File: src/sv/crl_pkg.sv
package crl_pkg;

  // Fixed widths of the word fields and state
  localparam int SampleW  = 16;
  localparam int PhaseW   = 24;
  localparam int IdxW     = 4;
  localparam int NumPts   = 16;
  localparam int CfgIdxW  = 3;
  localparam int CfgDataW = 31;

  // Operation codes of an input word
  localparam logic [1:0] OP_LOAD  = 2'd0;
  localparam logic [1:0] OP_PROC  = 2'd1;
  localparam logic [1:0] OP_CLEAR = 2'd2;

  // Configuration register indexes
  localparam logic [CfgIdxW-1:0] REG_POINT_COUNT = 3'd0;
  localparam logic [CfgIdxW-1:0] REG_TARGET_PWR  = 3'd1;
  localparam logic [CfgIdxW-1:0] REG_AGC_EN      = 3'd2;
  localparam logic [CfgIdxW-1:0] REG_AGC_ALPHA   = 3'd3;
  localparam logic [CfgIdxW-1:0] REG_FREQ_GAIN   = 3'd4;
  localparam logic [CfgIdxW-1:0] REG_PHASE_GAIN  = 3'd5;
  localparam logic [CfgIdxW-1:0] REG_MAX_FREQ    = 3'd6;

  // Register reset values
  localparam logic [4:0]  RST_POINT_COUNT = 5'd4;
  localparam logic [30:0] RST_TARGET_PWR  = 31'd268435456;
  localparam logic [15:0] RST_AGC_ALPHA   = 16'd655;
  localparam logic [15:0] RST_FREQ_GAIN   = 16'd655;
  localparam logic [15:0] RST_PHASE_GAIN  = 16'd66;
  localparam logic [22:0] RST_MAX_FREQ    = 23'd1048576;
  localparam logic [31:0] RST_AGC_AVG     = 32'd268435456;

  // CORDIC constants: inverse gain in Q0.16 and a quarter turn
  localparam logic signed [16:0] InvGain = 17'sd39797;
  localparam logic signed [24:0] Quarter = 25'sd4194304;

  // Datapath step codes issued by the controller
  localparam logic [4:0] CMD_NONE     = 5'd0;
  localparam logic [4:0] CMD_AGC_SQ1  = 5'd1;
  localparam logic [4:0] CMD_AGC_SQ2  = 5'd2;
  localparam logic [4:0] CMD_AGC_M1   = 5'd3;
  localparam logic [4:0] CMD_AGC_M2   = 5'd4;
  localparam logic [4:0] CMD_DIV      = 5'd5;
  localparam logic [4:0] CMD_SQRT     = 5'd6;
  localparam logic [4:0] CMD_AGC_GI   = 5'd7;
  localparam logic [4:0] CMD_AGC_GQ   = 5'd8;
  localparam logic [4:0] CMD_ROT_INIT = 5'd9;
  localparam logic [4:0] CMD_ROT      = 5'd10;
  localparam logic [4:0] CMD_ROT_MUL  = 5'd11;
  localparam logic [4:0] CMD_ROT_RND  = 5'd12;
  localparam logic [4:0] CMD_SRCH_RD  = 5'd13;
  localparam logic [4:0] CMD_SRCH_CMP = 5'd14;
  localparam logic [4:0] CMD_DEC_RD   = 5'd15;
  localparam logic [4:0] CMD_DEC_M1   = 5'd16;
  localparam logic [4:0] CMD_DEC_M2   = 5'd17;
  localparam logic [4:0] CMD_DEC_M3   = 5'd18;
  localparam logic [4:0] CMD_VEC_INIT = 5'd19;
  localparam logic [4:0] CMD_VEC      = 5'd20;
  localparam logic [4:0] CMD_LOOP_M   = 5'd21;
  localparam logic [4:0] CMD_FIN      = 5'd22;

  typedef struct packed {
    logic       accept;
    logic [4:0] step;
  } cmd_t;

  typedef struct packed {
    logic last;
    logic agc_en;
    logic out_free;
  } stat_t;

  // CORDIC arctangent table in 2^-24 turn
  function automatic logic signed [24:0] crl_atan(input logic [3:0] k);
    logic signed [24:0] a;
    case (k)
      4'd0:    a = 25'sd2097152;
      4'd1:    a = 25'sd1238021;
      4'd2:    a = 25'sd654136;
      4'd3:    a = 25'sd332050;
      4'd4:    a = 25'sd166669;
      4'd5:    a = 25'sd83416;
      4'd6:    a = 25'sd41718;
      4'd7:    a = 25'sd20860;
      4'd8:    a = 25'sd10430;
      4'd9:    a = 25'sd5215;
      4'd10:   a = 25'sd2608;
      4'd11:   a = 25'sd1304;
      4'd12:   a = 25'sd652;
      4'd13:   a = 25'sd326;
      4'd14:   a = 25'sd163;
      default: a = 25'sd81;
    endcase
    return a;
  endfunction

  // Saturate a wide signed value to the sample range
  function automatic logic signed [15:0] crl_sat(input logic signed [49:0] v);
    logic signed [15:0] r;
    if (v > 50'sd32767) begin
      r = 16'sh7FFF;
    end else if (v < -50'sd32768) begin
      r = 16'sh8000;
    end else begin
      r = v[15:0];
    end
    return r;
  endfunction

endpackage

File: src/sv/crl_ctrl.sv
module crl_ctrl (
  input  logic             clk_i,
  input  logic             rst_ni,
  input  logic             in_valid_i,
  output logic             in_ready_o,
  input  logic [1:0]       operation_i,
  input  crl_pkg::stat_t   stat_i,
  output crl_pkg::cmd_t    cmd_o
);

  localparam logic [4:0] S_IDLE     = 5'd0;
  localparam logic [4:0] S_AGC_SQ1  = 5'd1;
  localparam logic [4:0] S_AGC_SQ2  = 5'd2;
  localparam logic [4:0] S_AGC_M1   = 5'd3;
  localparam logic [4:0] S_AGC_M2   = 5'd4;
  localparam logic [4:0] S_DIV      = 5'd5;
  localparam logic [4:0] S_SQRT     = 5'd6;
  localparam logic [4:0] S_AGC_GI   = 5'd7;
  localparam logic [4:0] S_AGC_GQ   = 5'd8;
  localparam logic [4:0] S_ROT_INIT = 5'd9;
  localparam logic [4:0] S_ROT      = 5'd10;
  localparam logic [4:0] S_ROT_MUL  = 5'd11;
  localparam logic [4:0] S_ROT_RND  = 5'd12;
  localparam logic [4:0] S_SRCH_RD  = 5'd13;
  localparam logic [4:0] S_SRCH_CMP = 5'd14;
  localparam logic [4:0] S_DEC_RD   = 5'd15;
  localparam logic [4:0] S_DEC_M1   = 5'd16;
  localparam logic [4:0] S_DEC_M2   = 5'd17;
  localparam logic [4:0] S_DEC_M3   = 5'd18;
  localparam logic [4:0] S_VEC_INIT = 5'd19;
  localparam logic [4:0] S_VEC      = 5'd20;
  localparam logic [4:0] S_LOOP_M   = 5'd21;
  localparam logic [4:0] S_FIN      = 5'd22;

  logic [4:0] state_q, state_d;
  logic       accept;

  assign in_ready_o = (state_q == S_IDLE);
  assign accept     = in_valid_i & in_ready_o;

  // Next state and the step handed to the datapath
  always_comb begin
    state_d      = state_q;
    cmd_o.accept = accept;
    cmd_o.step   = crl_pkg::CMD_NONE;
    case (state_q)
      S_IDLE: begin
        if (accept && operation_i == crl_pkg::OP_PROC) begin
          state_d = stat_i.agc_en ? S_AGC_SQ1 : S_ROT_INIT;
        end
      end
      S_AGC_SQ1: begin
        cmd_o.step = crl_pkg::CMD_AGC_SQ1;
        state_d    = S_AGC_SQ2;
      end
      S_AGC_SQ2: begin
        cmd_o.step = crl_pkg::CMD_AGC_SQ2;
        state_d    = S_AGC_M1;
      end
      S_AGC_M1: begin
        cmd_o.step = crl_pkg::CMD_AGC_M1;
        state_d    = S_AGC_M2;
      end
      S_AGC_M2: begin
        cmd_o.step = crl_pkg::CMD_AGC_M2;
        state_d    = S_DIV;
      end
      S_DIV: begin
        cmd_o.step = crl_pkg::CMD_DIV;
        if (stat_i.last) state_d = S_SQRT;
      end
      S_SQRT: begin
        cmd_o.step = crl_pkg::CMD_SQRT;
        if (stat_i.last) state_d = S_AGC_GI;
      end
      S_AGC_GI: begin
        cmd_o.step = crl_pkg::CMD_AGC_GI;
        state_d    = S_AGC_GQ;
      end
      S_AGC_GQ: begin
        cmd_o.step = crl_pkg::CMD_AGC_GQ;
        state_d    = S_ROT_INIT;
      end
      S_ROT_INIT: begin
        cmd_o.step = crl_pkg::CMD_ROT_INIT;
        state_d    = S_ROT;
      end
      S_ROT: begin
        cmd_o.step = crl_pkg::CMD_ROT;
        if (stat_i.last) state_d = S_ROT_MUL;
      end
      S_ROT_MUL: begin
        cmd_o.step = crl_pkg::CMD_ROT_MUL;
        state_d    = S_ROT_RND;
      end
      S_ROT_RND: begin
        cmd_o.step = crl_pkg::CMD_ROT_RND;
        state_d    = S_SRCH_RD;
      end
      S_SRCH_RD: begin
        cmd_o.step = crl_pkg::CMD_SRCH_RD;
        state_d    = S_SRCH_CMP;
      end
      S_SRCH_CMP: begin
        cmd_o.step = crl_pkg::CMD_SRCH_CMP;
        state_d    = stat_i.last ? S_DEC_RD : S_SRCH_RD;
      end
      S_DEC_RD: begin
        cmd_o.step = crl_pkg::CMD_DEC_RD;
        state_d    = S_DEC_M1;
      end
      S_DEC_M1: begin
        cmd_o.step = crl_pkg::CMD_DEC_M1;
        state_d    = S_DEC_M2;
      end
      S_DEC_M2: begin
        cmd_o.step = crl_pkg::CMD_DEC_M2;
        state_d    = S_DEC_M3;
      end
      S_DEC_M3: begin
        cmd_o.step = crl_pkg::CMD_DEC_M3;
        state_d    = S_VEC_INIT;
      end
      S_VEC_INIT: begin
        cmd_o.step = crl_pkg::CMD_VEC_INIT;
        state_d    = S_VEC;
      end
      S_VEC: begin
        cmd_o.step = crl_pkg::CMD_VEC;
        if (stat_i.last) state_d = S_LOOP_M;
      end
      S_LOOP_M: begin
        cmd_o.step = crl_pkg::CMD_LOOP_M;
        state_d    = S_FIN;
      end
      S_FIN: begin
        // Wait here while the previous result still sits in the output register
        if (stat_i.out_free) begin
          cmd_o.step = crl_pkg::CMD_FIN;
          state_d    = S_IDLE;
        end
      end
      default: state_d = S_IDLE;
    endcase
  end

  always_ff @(posedge clk_i or negedge rst_ni) begin
    if (!rst_ni) begin
      state_q <= S_IDLE;
    end else begin
      state_q <= state_d;
    end
  end

endmodule

File: config.mk
export PLATFORM = sky130hd
export DESIGN_NAME = crl_ctrl
export DESIGN_NICKNAME = d
export VERILOG_FILES = /design/src/sv/crl_pkg.sv /design/src/sv/crl_ctrl.sv
export SDC_FILE = /design/constraint.sdc
export NUM_CORES = 1
export LEC_CHECK = 0
export ABC_CLOCK_PERIOD_IN_PS = 1980
export BUFFER_PORTS_ARGS = -buffer_cell sky130_fd_sc_hd__buf_2
export CORE_AREA = 4 4 41 43
export DETAILED_ROUTE_END_ITERATION = 12
export DIE_AREA = 0 0 45 47
export GPL_TIMING_DRIVEN = 0
export PLACE_DENSITY = 0.61
export REMOVE_ABC_BUFFERS = 1
export SETUP_SLACK_MARGIN = 0.4
export SLEW_MARGIN = 0
export SYNTH_ARGS = -nofsm -noshare
export SYNTH_HDL_FRONTEND = slang
export SYNTH_SLANG_ARGS = --single-unit
File: constraint.sdc
create_clock -name clk_i -period 1.98 [get_ports clk_i]
set_clock_uncertainty 0.15 [all_clocks]
set_input_delay 0.198 -clock clk_i [delete_from_list [all_inputs] [get_ports clk_i]]
set_output_delay 0.198 -clock clk_i [all_outputs]
set_load 0.05 [all_outputs]
== After elaboration in Yosys (flattened, before gate mapping) ==
Cells that the tools add are included.
Operators by class
  eq/ne operators: 29
  mux-type cells: 11
  bitwise operators: 1
  reductions and logical operators: 3
Operators by type and width (count)
  5-bit one-hot mux with 23 select lines: 1
  5-bit one-hot mux with 22 select lines: 1
  5-bit by 4-bit == test with 1-bit output (second input constant): 8
  5-bit == test (second input constant): 7
  5-bit 2-to-1 mux: 7
  5-bit by 3-bit == test with 1-bit output (second input constant): 4
  5-bit by 2-bit == test with 1-bit output (second input constant): 2
  2-bit inequality test (second input constant): 5
  6-bit AND reduction: 1
  5-bit by 1-bit == test with 1-bit output (second input constant): 1
  5-bit logical NOT: 1
  4-bit 2-to-1 mux: 1
  2-bit by 1-bit == test with 1-bit output (second input constant): 1
  2-bit 2-to-1 mux: 1
  2-bit by 1-bit inequality test with 1-bit output (second input constant): 1
  1-bit bitwise AND: 1
  1-bit logical AND: 1
Storage, ports and cells
  flip-flop bits (word level): 5
  bits of input ports: 8
  output and inout bits: 7
  word-level logic and storage cells: 45

== Longest topological paths before layout ==
Gate-level depths: netlist (run 1).
  depth after elaboration: 5
  gate-level depth with buffers: 6
  mapped depth without buffers: 5

== Least setup slack after synthesis (run 1) ==
No wires, ideal clock.
  kind: register -> output
  start: register state_q[0]
  end: output port cmd_o[4] (netlist bit)
  data arrival time: 2.031 ns
  required time: 1.632 ns
  path slack: -0.399 ns
  stages on the path, launching flop included: 4
  buffers on the path: 1
  cell sequence: dfrtp_1 > buf_2 > nand2b_1 > a311oi_1
RTL lines
  start, declared: RTL line crl_ctrl.sv:35  | logic [4:0] state_q, state_d;
  start signal, assigned: RTL line crl_ctrl.sv:151  | state_q <= state_d;
  end, declared: RTL line crl_ctrl.sv:8  | output crl_pkg::cmd_t cmd_o

==> results of run 1 <==
==> stage by stage <==
stage / utilization [%] / TNS, ns
floorplan: - / -0.9247
global placement: 41.92 / -0.1232
detailed placement: 41.92 / -0.1106
CTS: 60.10 / 0
global route: 68.75 / 0
finish: 68.75 / 0
==> area by class of cell <==
type / instances / share of cell area (%)
Clock buffer: 4 / 2.937
Multi-Input combinational cell: 45 / 45.73
Inverter: 1 / 0.4196
Sequential cell: 5 / 14.69
Tap cell: 15 / 2.098
Timing Repair Buffer: 35 / 34.13
==> how the worst max path moves through the flow <==
stage,slack [ns],start,depth (start not counted),endpoint
3_5_place_dp,-0.06,state_q[2],5,state_q[1]
2_1_floorplan,-0.34,state_q[0],2,cmd_o[4]
6_report,0.16,state_q[2],4,cmd_o[5]
3_3_place_gp,-0.07,state_q[2],5,state_q[1]
4_1_cts,0.14,state_q[1],4,cmd_o[5]
5_1_grt,0.09,state_q[1],4,cmd_o[5]
==> cells by family (layout without fill, tap and decap cells) <==
kind of cell	Yosys count	count (layout)
buffers and inverters	6	40
flip-flops	5	5
AO/OA/AOI/OAI	19	19
multiplexers	2	2
XOR/XNOR	1	1
AND/OR/NAND/NOR	23	23
==> critical path, cell delays in order, from the launching register on <==
cell	delay, ns
dfrtp_2	0.45
buf_6	0.14
nor4b_4	0.30
and2_4	0.19
buf_6	0.15
==> cell usage after synthesis (all sizes together) <==
cell,number
a21oi,7
dfrtp,5
buf,4
nand2,4
nand2b,3
nor2,3
nor2b,3
and2,2
mux2,2
nand3b,2
nand4,2
nor3,2
o21a,2
o21ai,2
o21bai,2
a211oi,1
a21bo,1
a22o,1
a311oi,1
a32oi,1
clkbuf,1
inv,1
nand4b,1
nor4b,1
o311ai,1
xor2,1
==> routing by layer <==
layer,track usage [%],vias to the layer above
met5,0,-
met4,5.848,0
met3,2.682,0
met2,27.97,12
met1,18.52,297
li1,-,273
==> where the power goes <==
part	switching, W	internal (W)	leakage (nW)
Sequential	0.000125	0.000162	0.0543
Clock	0.0000437	0.0000763	0.0150
Combinational	0.000639	0.000679	0.336
==> what timing repair did <==
| action | CTS | global route |
|---|---|---|
| buffers inserted | 14 | 6 |
| hold endpoints to repair | 5 | 0 |
| endpoints found under the setup margin | 12 | 11 |
| resized for setup | 25 | 17 |
| hold buffers | 1 | 0 |
| pin swaps | 3 | 3 |
==> run metrics, run 1 <==
io pins=15; worst vdd ir=1028 uV; Rel. slew slack=80.22%; Synth Register Bits=5; Area Overhead vs Synth=85.23%; Mapped Area=483.0 sq um; Antenna diodes=0; TritonCTS clock tree=done; initial antenna violation count=0; Final Slew Violations=0; Critical Path Sink Type=output pin; outcome=completed; clock buffer depth=2; wire length on met3=58 um; Tcrit/Tclk final=92.05%; Synth area leader=dfrtp_1; worst skew pair latency=0.24 ns; mux share of post-synthesis cell area=4.663%; pre-CTS WS=-0.05628 ns; Placed Cells=80; post-synth top area share=25.91%; Pwr Density=1927 nW/um^2; GP Congestion=0.7639; Total Power=0.001724 W; final instance area=894.6 sq um; total CTS buffers=3; Core ar.=1301 sq um; register area=131.4 sq um; Initial Util=37.12%; CP Max Fanout=6; reg-to-reg endpoint=state_q[1]; total global-route track usage=15.58%; share of layout cells above drive strength 1=67.78%; Placement Cell Area=545.5 sq um; Synth Area in XOR/XNOR=1.813%; multi-input logic area=409.1 sq um; Critical R2R Launch=state_q[2]; final net count=99; total number of yosys warnings=0; largest net degree at the start of global routing=10; PortBufs=14; commonest non-fill, non-tap cell in the layout=buf_4; Routed WL=1688 um; Fin Hold WS=0.1464 ns; # fillers=105; M1 wire length=722 um; Die ar.=2115 sq um; Final Hold Viols=0; fmax=548.7 MHz; Syn Inst Count=56; leakage power=0.4057 nW; minimum clock period after layout=1.823 ns; vias in the first global route=558; Synth Area in Simple Gates=30.83%; r2r setup slk=0.17 ns; Die Ht=47 um; WP data required=1.63 ns; met2 wire len=906 um; most frequent cells in the layout=buf_4, buf_6, buf_2, dfrtp_2, nand2_1; number of max-cap violations=0; sequential share of the synthesized area=25.91%; clock root buffer=clkbuf_4; Rows=13; 1st-pass router iterations=4; Post-Synth Adder-Cell Area=0%; Num Clock Sinks=5; Worst-path clk slew=0.05 ns; Yosys cell types=29; max FFs per register=5; # DRC=0; Worst setup SP type=flip-flop; cells taking the most area after synthesis=dfrtp_1, a21oi_1, nor4b_4; Antenna Violating Nets Remaining=0; Syn Area/Cell=8.624 sq um; Top Registers=state_q: 5 flops; Worst EP arrival=1.47 ns; Final WS setup=0.1574 ns; FF-to-FF path depth=6; Compound-Gate Fraction of Synth Area=30.57%; Post-DP HPWL=755.6 um; Biggest register=state_q; DR WL/cell=16.08 um; 1st-iter DRT viols=6; Vias=582; largest family of logic cells by synthesized area=simple AND/OR/NAND/NOR gates; first-pass GRT wire length=2394 um; Final setup viols=0; Avg Vias per Cell=5.543; Die Wd=45 um; Max Used Layer=met3; Worst-Margin Slew=0.2957 ns; H-tree depth=1; post-route insts no fill=105; worst hold path class=in -> async; Crit Path Class=reg -> out; GRT overflow=0; unrepaired setup endpoints after global routing=yes
Power figures use the tool's default switching activity.
==> run 2, diff against run 1 <==
--- a/config.mk
+++ b/config.mk
@@ -11,7 +11,7 @@
 export DETAILED_ROUTE_END_ITERATION = 12
 export DIE_AREA = 0 0 45 47
 export GPL_TIMING_DRIVEN = 0
-export PLACE_DENSITY = 0.61
+export PLACE_DENSITY = 0.58
 export REMOVE_ABC_BUFFERS = 1
 export SETUP_SLACK_MARGIN = 0.4
 export SLEW_MARGIN = 0
==> run metrics, run 2 (same netlist as run 1, synthesis figures left out) <==
outcome=completed; Die ar.=2115 sq um (unchanged); Crit Path Class=reg -> out; largest net degree at the start of global routing=10 (unchanged); Pwr Density=1925 nW/um^2 (about the same); reg-to-reg endpoint=state_q[1]; Critical R2R Launch=state_q[2]; DR WL/cell=15.61 um (-2.9%); r2r setup slk=0.16 ns (about the same); slowest CP cell=dfrtp_2; 1st-iter DRT viols=15 (+9); Placement Cell Area=545.5 sq um (unchanged); Rel. slew slack=78.70% (-1.5 points); GP Congestion=0.7541 (-1.3%); Num Clock Sinks=5 (unchanged); worst skew pair latency=0.24 ns (about the same); Worst setup SP type=flip-flop; Fin Hold WS=0.1472 ns (+0.0007980 ns); WP data required=1.63 ns (about the same); final net count=101 (+2.0%); Initial Util=37.12% (unchanged); clock root buffer=clkbuf_4; total CTS buffers=3 (unchanged); share of layout cells above drive strength 1=60.87% (-6.9 points); register area=131.4 sq um (unchanged); minimum clock period after layout=1.825 ns (+0.002028 ns); Worst EP arrival=1.48 ns (about the same); Final setup viols=0 (unchanged); Biggest register=state_q; 1st-pass router iterations=4 (unchanged); io pins=15 (unchanged); post-route insts no fill=107 (+1.9%); Avg Vias per Cell=5.421 (-2.2%); most frequent cells in the layout=buf_4, buf_2, buf_6, a21oi_1, dfrtp_2; final instance area=839.6 sq um (-6.2%); clock buffer depth=2 (unchanged); Vias=580 (-0.34%); GRT overflow=0 (unchanged); # DRC=0 (unchanged); Top Registers=state_q: 5 flops; worst hold path class=in -> async; Die Ht=47 um (unchanged); Area Overhead vs Synth=73.83%; Antenna diodes=0 (unchanged); Die Wd=45 um (unchanged); vias in the first global route=538 (-3.6%); number of max-cap violations=0 (unchanged); met2 usage=27.68% (-0.28 points); grt met1 use=20.41% (+1.9 points); Worst-path clk slew=0.05 ns (about the same); multi-input logic area=370.4 sq um (-9.5%); FF-to-FF path depth=6 (unchanged); initial antenna violation count=0 (unchanged); worst vdd ir=789.6 uV (-23%); H-tree depth=1 (unchanged); Antenna Violating Nets Remaining=0 (unchanged); Rows=13 (unchanged); Critical Path Sink Type=output pin; Tcrit/Tclk final=92.15% (+0.10 points); PortBufs=14 (unchanged); # fillers=113 (+7.6%); Post-DP HPWL=772.2 um (+2.2%); unrepaired setup endpoints after global routing=yes; fmax=548.1 MHz (-0.11%); Core ar.=1301 sq um (unchanged); Worst-Margin Slew=0.3185 ns (+0.02275 ns); first-pass GRT wire length=2477 um (+3.5%); max FFs per register=5 (unchanged); met3 Usage GRT=3.831% (+1.1 points); Final Hold Viols=0 (unchanged); TritonCTS clock tree=done; total global-route track usage=16.16% (+0.58 points); Final Slew Violations=0 (unchanged); crit-path max cell delay=0.45 ns (about the same); worst-path cell chain=buf_4, a21oi_2, nand2b_1, and2_1, buf_6; Routed WL=1670 um (-1.1%); Bufs and invs on worst path=2 (unchanged); leakage power=0.3912 nW (-3.6%); CP Max Fanout=5 (-1); most used routing layer=met2; Placed Cells=80 (unchanged); commonest non-fill, non-tap cell in the layout=buf_4; delay-heaviest family, CP=flip-flops
==> run 2: changes by cell type in the layout (fill, tap and decap cells not counted), sizes merged <==
cell / previous run / this run
buf: 34 / 36
clkinvlp: 0 / 1
inv: 1 / 0
==> run 2: cell type report <==
class	count	area share, %
Clock buffer	4	3.130
Tap cell	15	2.235
Sequential cell	5	15.65
Timing Repair Buffer	37	33.98
Inverter	1	0.8942
Multi-Input combinational cell	45	44.11
==> run 2: timing repair <==
item | 4_1_cts | 5_1_grt
buffers inserted | 16 | 6
resized for setup | 23 | 7
hold buffers | 1 | 0
hold endpoints to repair | 5 | 0
setup endpoints to repair | 12 | 11
pin swaps | 5 | 3
==> run 2: how the worst max path moves through the flow <==
| stage | startpoint | endpoint | slack, ns | cells past startpoint |
|---|---|---|---|---|
| 5_1_grt | state_q[2] | state_q[3] | 0.10 | 6 |
| 4_1_cts | state_q[2] | state_q[1] | 0.16 | 5 |
| 2_1_floorplan | state_q[0] | cmd_o[4] | -0.34 | 2 |
| 6_report | state_q[2] | cmd_o[0] | 0.16 | 5 |
| 3_3_place_gp | state_q[2] | state_q[1] | -0.06 | 5 |
| 3_5_place_dp | state_q[2] | state_q[1] | -0.03 | 5 |
==> run 2: power breakdown <==
group / internal (W) / switching, W / leakage [nW]
clock: 0.0000762 / 0.0000421 / 0.0150
sequential: 0.000162 / 0.0000996 / 0.0543
combinational: 0.000611 / 0.000626 / 0.322
total: 0.000849 / 0.000767 / 0.391
==> run 2: through the flow <==
step / total power (W) / setup TNS (ns) / setup WS (ns) / util (%)
global placement: 0.0009721 / -0.09674 / -0.05673 / 41.92
finish: 0.001616 / 0 / 0.1554 / 64.52
floorplan: 0.0008245 / -0.9247 / -0.3422 / -
CTS: 0.001491 / 0 / 0.1611 / 59.62
global route: 0.001705 / 0 / 0.1032 / 64.52
detailed placement: 0.0009715 / -0.04406 / -0.02511 / 41.92
==> run 2: per-layer routing <==
metal	wire length, um	part of all wire, %
met5	0	0
met4	41	2.5
met3	110	6.6
met2	823	49
met1	695	42
==> run 3, diff against run 2 <==
--- a/config.mk
+++ b/config.mk
@@ -5,13 +5,14 @@
 export SDC_FILE = /design/constraint.sdc
 export NUM_CORES = 1
 export LEC_CHECK = 0
+export ABC_AREA = 1
 export ABC_CLOCK_PERIOD_IN_PS = 1980
 export BUFFER_PORTS_ARGS = -buffer_cell sky130_fd_sc_hd__buf_2
-export CORE_AREA = 4 4 41 43
+export CORE_MARGIN = 4
+export CORE_UTILIZATION = 42
 export DETAILED_ROUTE_END_ITERATION = 12
-export DIE_AREA = 0 0 45 47
 export GPL_TIMING_DRIVEN = 0
-export PLACE_DENSITY = 0.58
+export PLACE_DENSITY = 0.62
 export REMOVE_ABC_BUFFERS = 1
 export SETUP_SLACK_MARGIN = 0.4
 export SLEW_MARGIN = 0
==> run metrics, run 3 <==
Area Overhead vs Synth=61.09%; worst skew pair latency=0.24 ns (about the same); Final Hold Viols=0 (unchanged); Syn Inst Count=131 (+130%); Final setup viols=0 (unchanged); wire length on met3=166 um (+51%); Worst-Margin Slew=0.3196 ns (+0.001126 ns); Critical Path Sink Type=output pin; DR WL/cell=13.55 um (-13%); most frequent cell after synthesis=nand2_1; TritonCTS clock tree=done; M1 wire length=1052 um (+51%); met2 wire len=1301 um (+58%); Yosys cell types=23 (-21%); GP Congestion=0.9482 (+26%); number of max-cap violations=0 (unchanged); unrepaired setup endpoints after global routing=yes; fmax=506.4 MHz (-7.6%); Async SR Flop Fraction=100.0% (unchanged); Synth area leader=nand2_1; clock root buffer=clkbuf_4; Worst EP arrival=1.63 ns (+0.15 ns); Fin Hold WS=0.1595 ns (+0.01227 ns); Core ar.=1708 sq um (+31%); Antenna Violating Nets Remaining=0 (unchanged); Antenna diodes=0 (unchanged); Worst-path clk slew=0.04 ns (about the same); first-pass GRT wire length=3746 um (+51%); Crit Path Class=reg -> out; Mapped Area=755.7 sq um (+56%); Post-synth EDFFs=0 (unchanged); Top Registers=state_q: 5 flops; Tcrit/Tclk final=99.73% (+7.6 points); Rel. slew slack=78.69% (about the same); clock buffer depth=2 (unchanged); 1st-pass router iterations=4 (unchanged); delay-heaviest family, CP=flip-flops; minimum clock period after layout=1.975 ns (+0.1500 ns); total CTS buffers=3 (unchanged); max FFs per register=5 (unchanged); GRT overflow=0 (unchanged); Final WS setup=0.005369 ns (-0.1500 ns); outcome=completed; final instance area=1217 sq um (+45%); crit-path max cell delay=0.47 ns (+0.02 ns); Syn Area/Cell=5.769 sq um (-33%); H-tree depth=1 (unchanged); Bufs and invs on worst path=3 (+1); Vias=1,014 (+75%); Biggest register=state_q; largest net degree at the start of global routing=9 (-1); Num Clock Sinks=5 (unchanged); 1st-iter DRT viols=32 (+17); most frequent cells in the layout=nand2_1, buf_4, nand2_2, nor2_1; Synth Flop Type=dfrtp_1; io pins=15 (unchanged); most instantiated cells after synthesis=nand2_1, nor2_1, nand3_1, inv_1; worst-path cell chain=inv_2, nand2_2, buf_4, a21oi_2, o21ai_0, nand3_1, buf_6; commonest non-fill, non-tap cell in the layout=nand2_1; Worst setup SP type=flip-flop; Die Wd=50.42 um (+12%); Routed WL=2574 um (+54%); cells taking the most area after synthesis=nand2_1, dfrtp_1, nor2_1; Final Slew Violations=0 (unchanged); total number of yosys warnings=0 (unchanged); Avg Vias per Cell=5.337 (-1.5%); final net count=174 (+72%); post-synth top area share=23.34% (-2.6 points); Initial Util=44.25% (+7.1 points); PortBufs=14 (unchanged); sequential share of the synthesized area=16.56% (-9.4 points); Rows=15 (+2); Synth Register Bits=5 (unchanged); WP data required=1.63 ns (about the same); Die Ht=50.42 um (+7.3%); Die ar.=2542 sq um (+20%); total global-route track usage=18.95% (+2.8 points); Max Used Layer=met4; Post-DP HPWL=1547 um (+100%); # DRC=0 (unchanged); CP Max Fanout=6 (+1); vias in the first global route=906 (+68%); share of layout cells above drive strength 1=55.15% (-5.7 points); slowest CP cell=dfrtp_2; initial antenna violation count=0 (unchanged); Placement Cell Area=822.0 sq um (+51%); pre-CTS WS=0.06770 ns (+0.09281 ns); worst hold path class=in -> reg
[run 3: changes by cell type in the layout (fill, tap and decap cells not counted), moves of 3 or more]
cell,change
nand2_4,+7
nand2_2,+11
nand3_2,+6
nor2_2,+3
nor2_4,+7
nor3_2,+3
nor2_1,+9
nand3_1,+6
inv_4,+3
inv_2,+4
buf_4,-4
nand2_1,+30
inv_1,+8
[run 3: worst min-delay path, cell delays in order]
cell,delay (ns)
buf_2,0.07
inv_1,0.09
nand2_1,0.08
nand2_1,0.05
[run 3: metal layers]
layer  track usage [%]  up-vias
met5                 0        -
met4             5.381        0
met3             3.858        8
met2             33.26       54
met1             23.15      468
li1                  -      484
[run 3: area by class of cell]
class | count | area [sq um]
inverter | 15 | 63.81
timing repair buffer | 34 | 284.0
multi-input combinational | 107 | 680.7
sequential | 5 | 131.4
fill | 127 | 490.5
clock buffer | 4 | 26.28
tap | 25 | 31.28
[run 3: what timing repair did]
action / CTS / global route
endpoints found under the hold margin: 5 / 0
pin swaps: 8 / 13
resized for setup: 37 / 28
hold buffers: 1 / 0
endpoints found under the setup margin: 12 / 12
setup buffers: 15 / 4
[run 3: through the flow]
| step | utilization (%) | std cells | setup TNS (ns) |
|---|---|---|---|
| after floorplan | - | 127 | -0.3226 |
| after CTS | 63.52 | 186 | 0 |
| final | 71.28 | 190 | 0 |
| after detailed placement | 48.13 | 166 | 0 |
| after global routing | 71.28 | 190 | -0.03926 |
| after global placement | 48.13 | 166 | 0 |
[run 3: logic make-up (layout without fill, tap and decap cells)]
| group | Yosys count | after routing | synth area share [%] |
|---|---|---|---|
| buf+inv | 19 | 53 | 12.09 |
| simple gates | 97 | 97 | 64.24 |
| flops | 5 | 5 | 16.56 |
| compound gates | 10 | 10 | 7.119 |
[run 3: path summary, 6_finish.rpt]
path / startpoint / endpoint / slack (ns) / cells after the start
setup / recovery: state_q[1] / cmd_o[0] / 0.005 / 7
hold / removal: stat_i[2] / state_q[3] / 0.16 / 4
setup reg to reg: state_q[2] / state_q[2] / 0.20 / 10
hold reg to reg: state_q[1] / state_q[1] / 0.46 / 2
max in group asynchronous: rst_ni / state_q[1] / 1.32 / 2
min in group asynchronous: rst_ni / state_q[4] / 0.20 / 2
Power of run 3 is left out: the tool's default activity adds up to more than one toggle a clock period on the data nets, which glitch-free logic cannot reach.
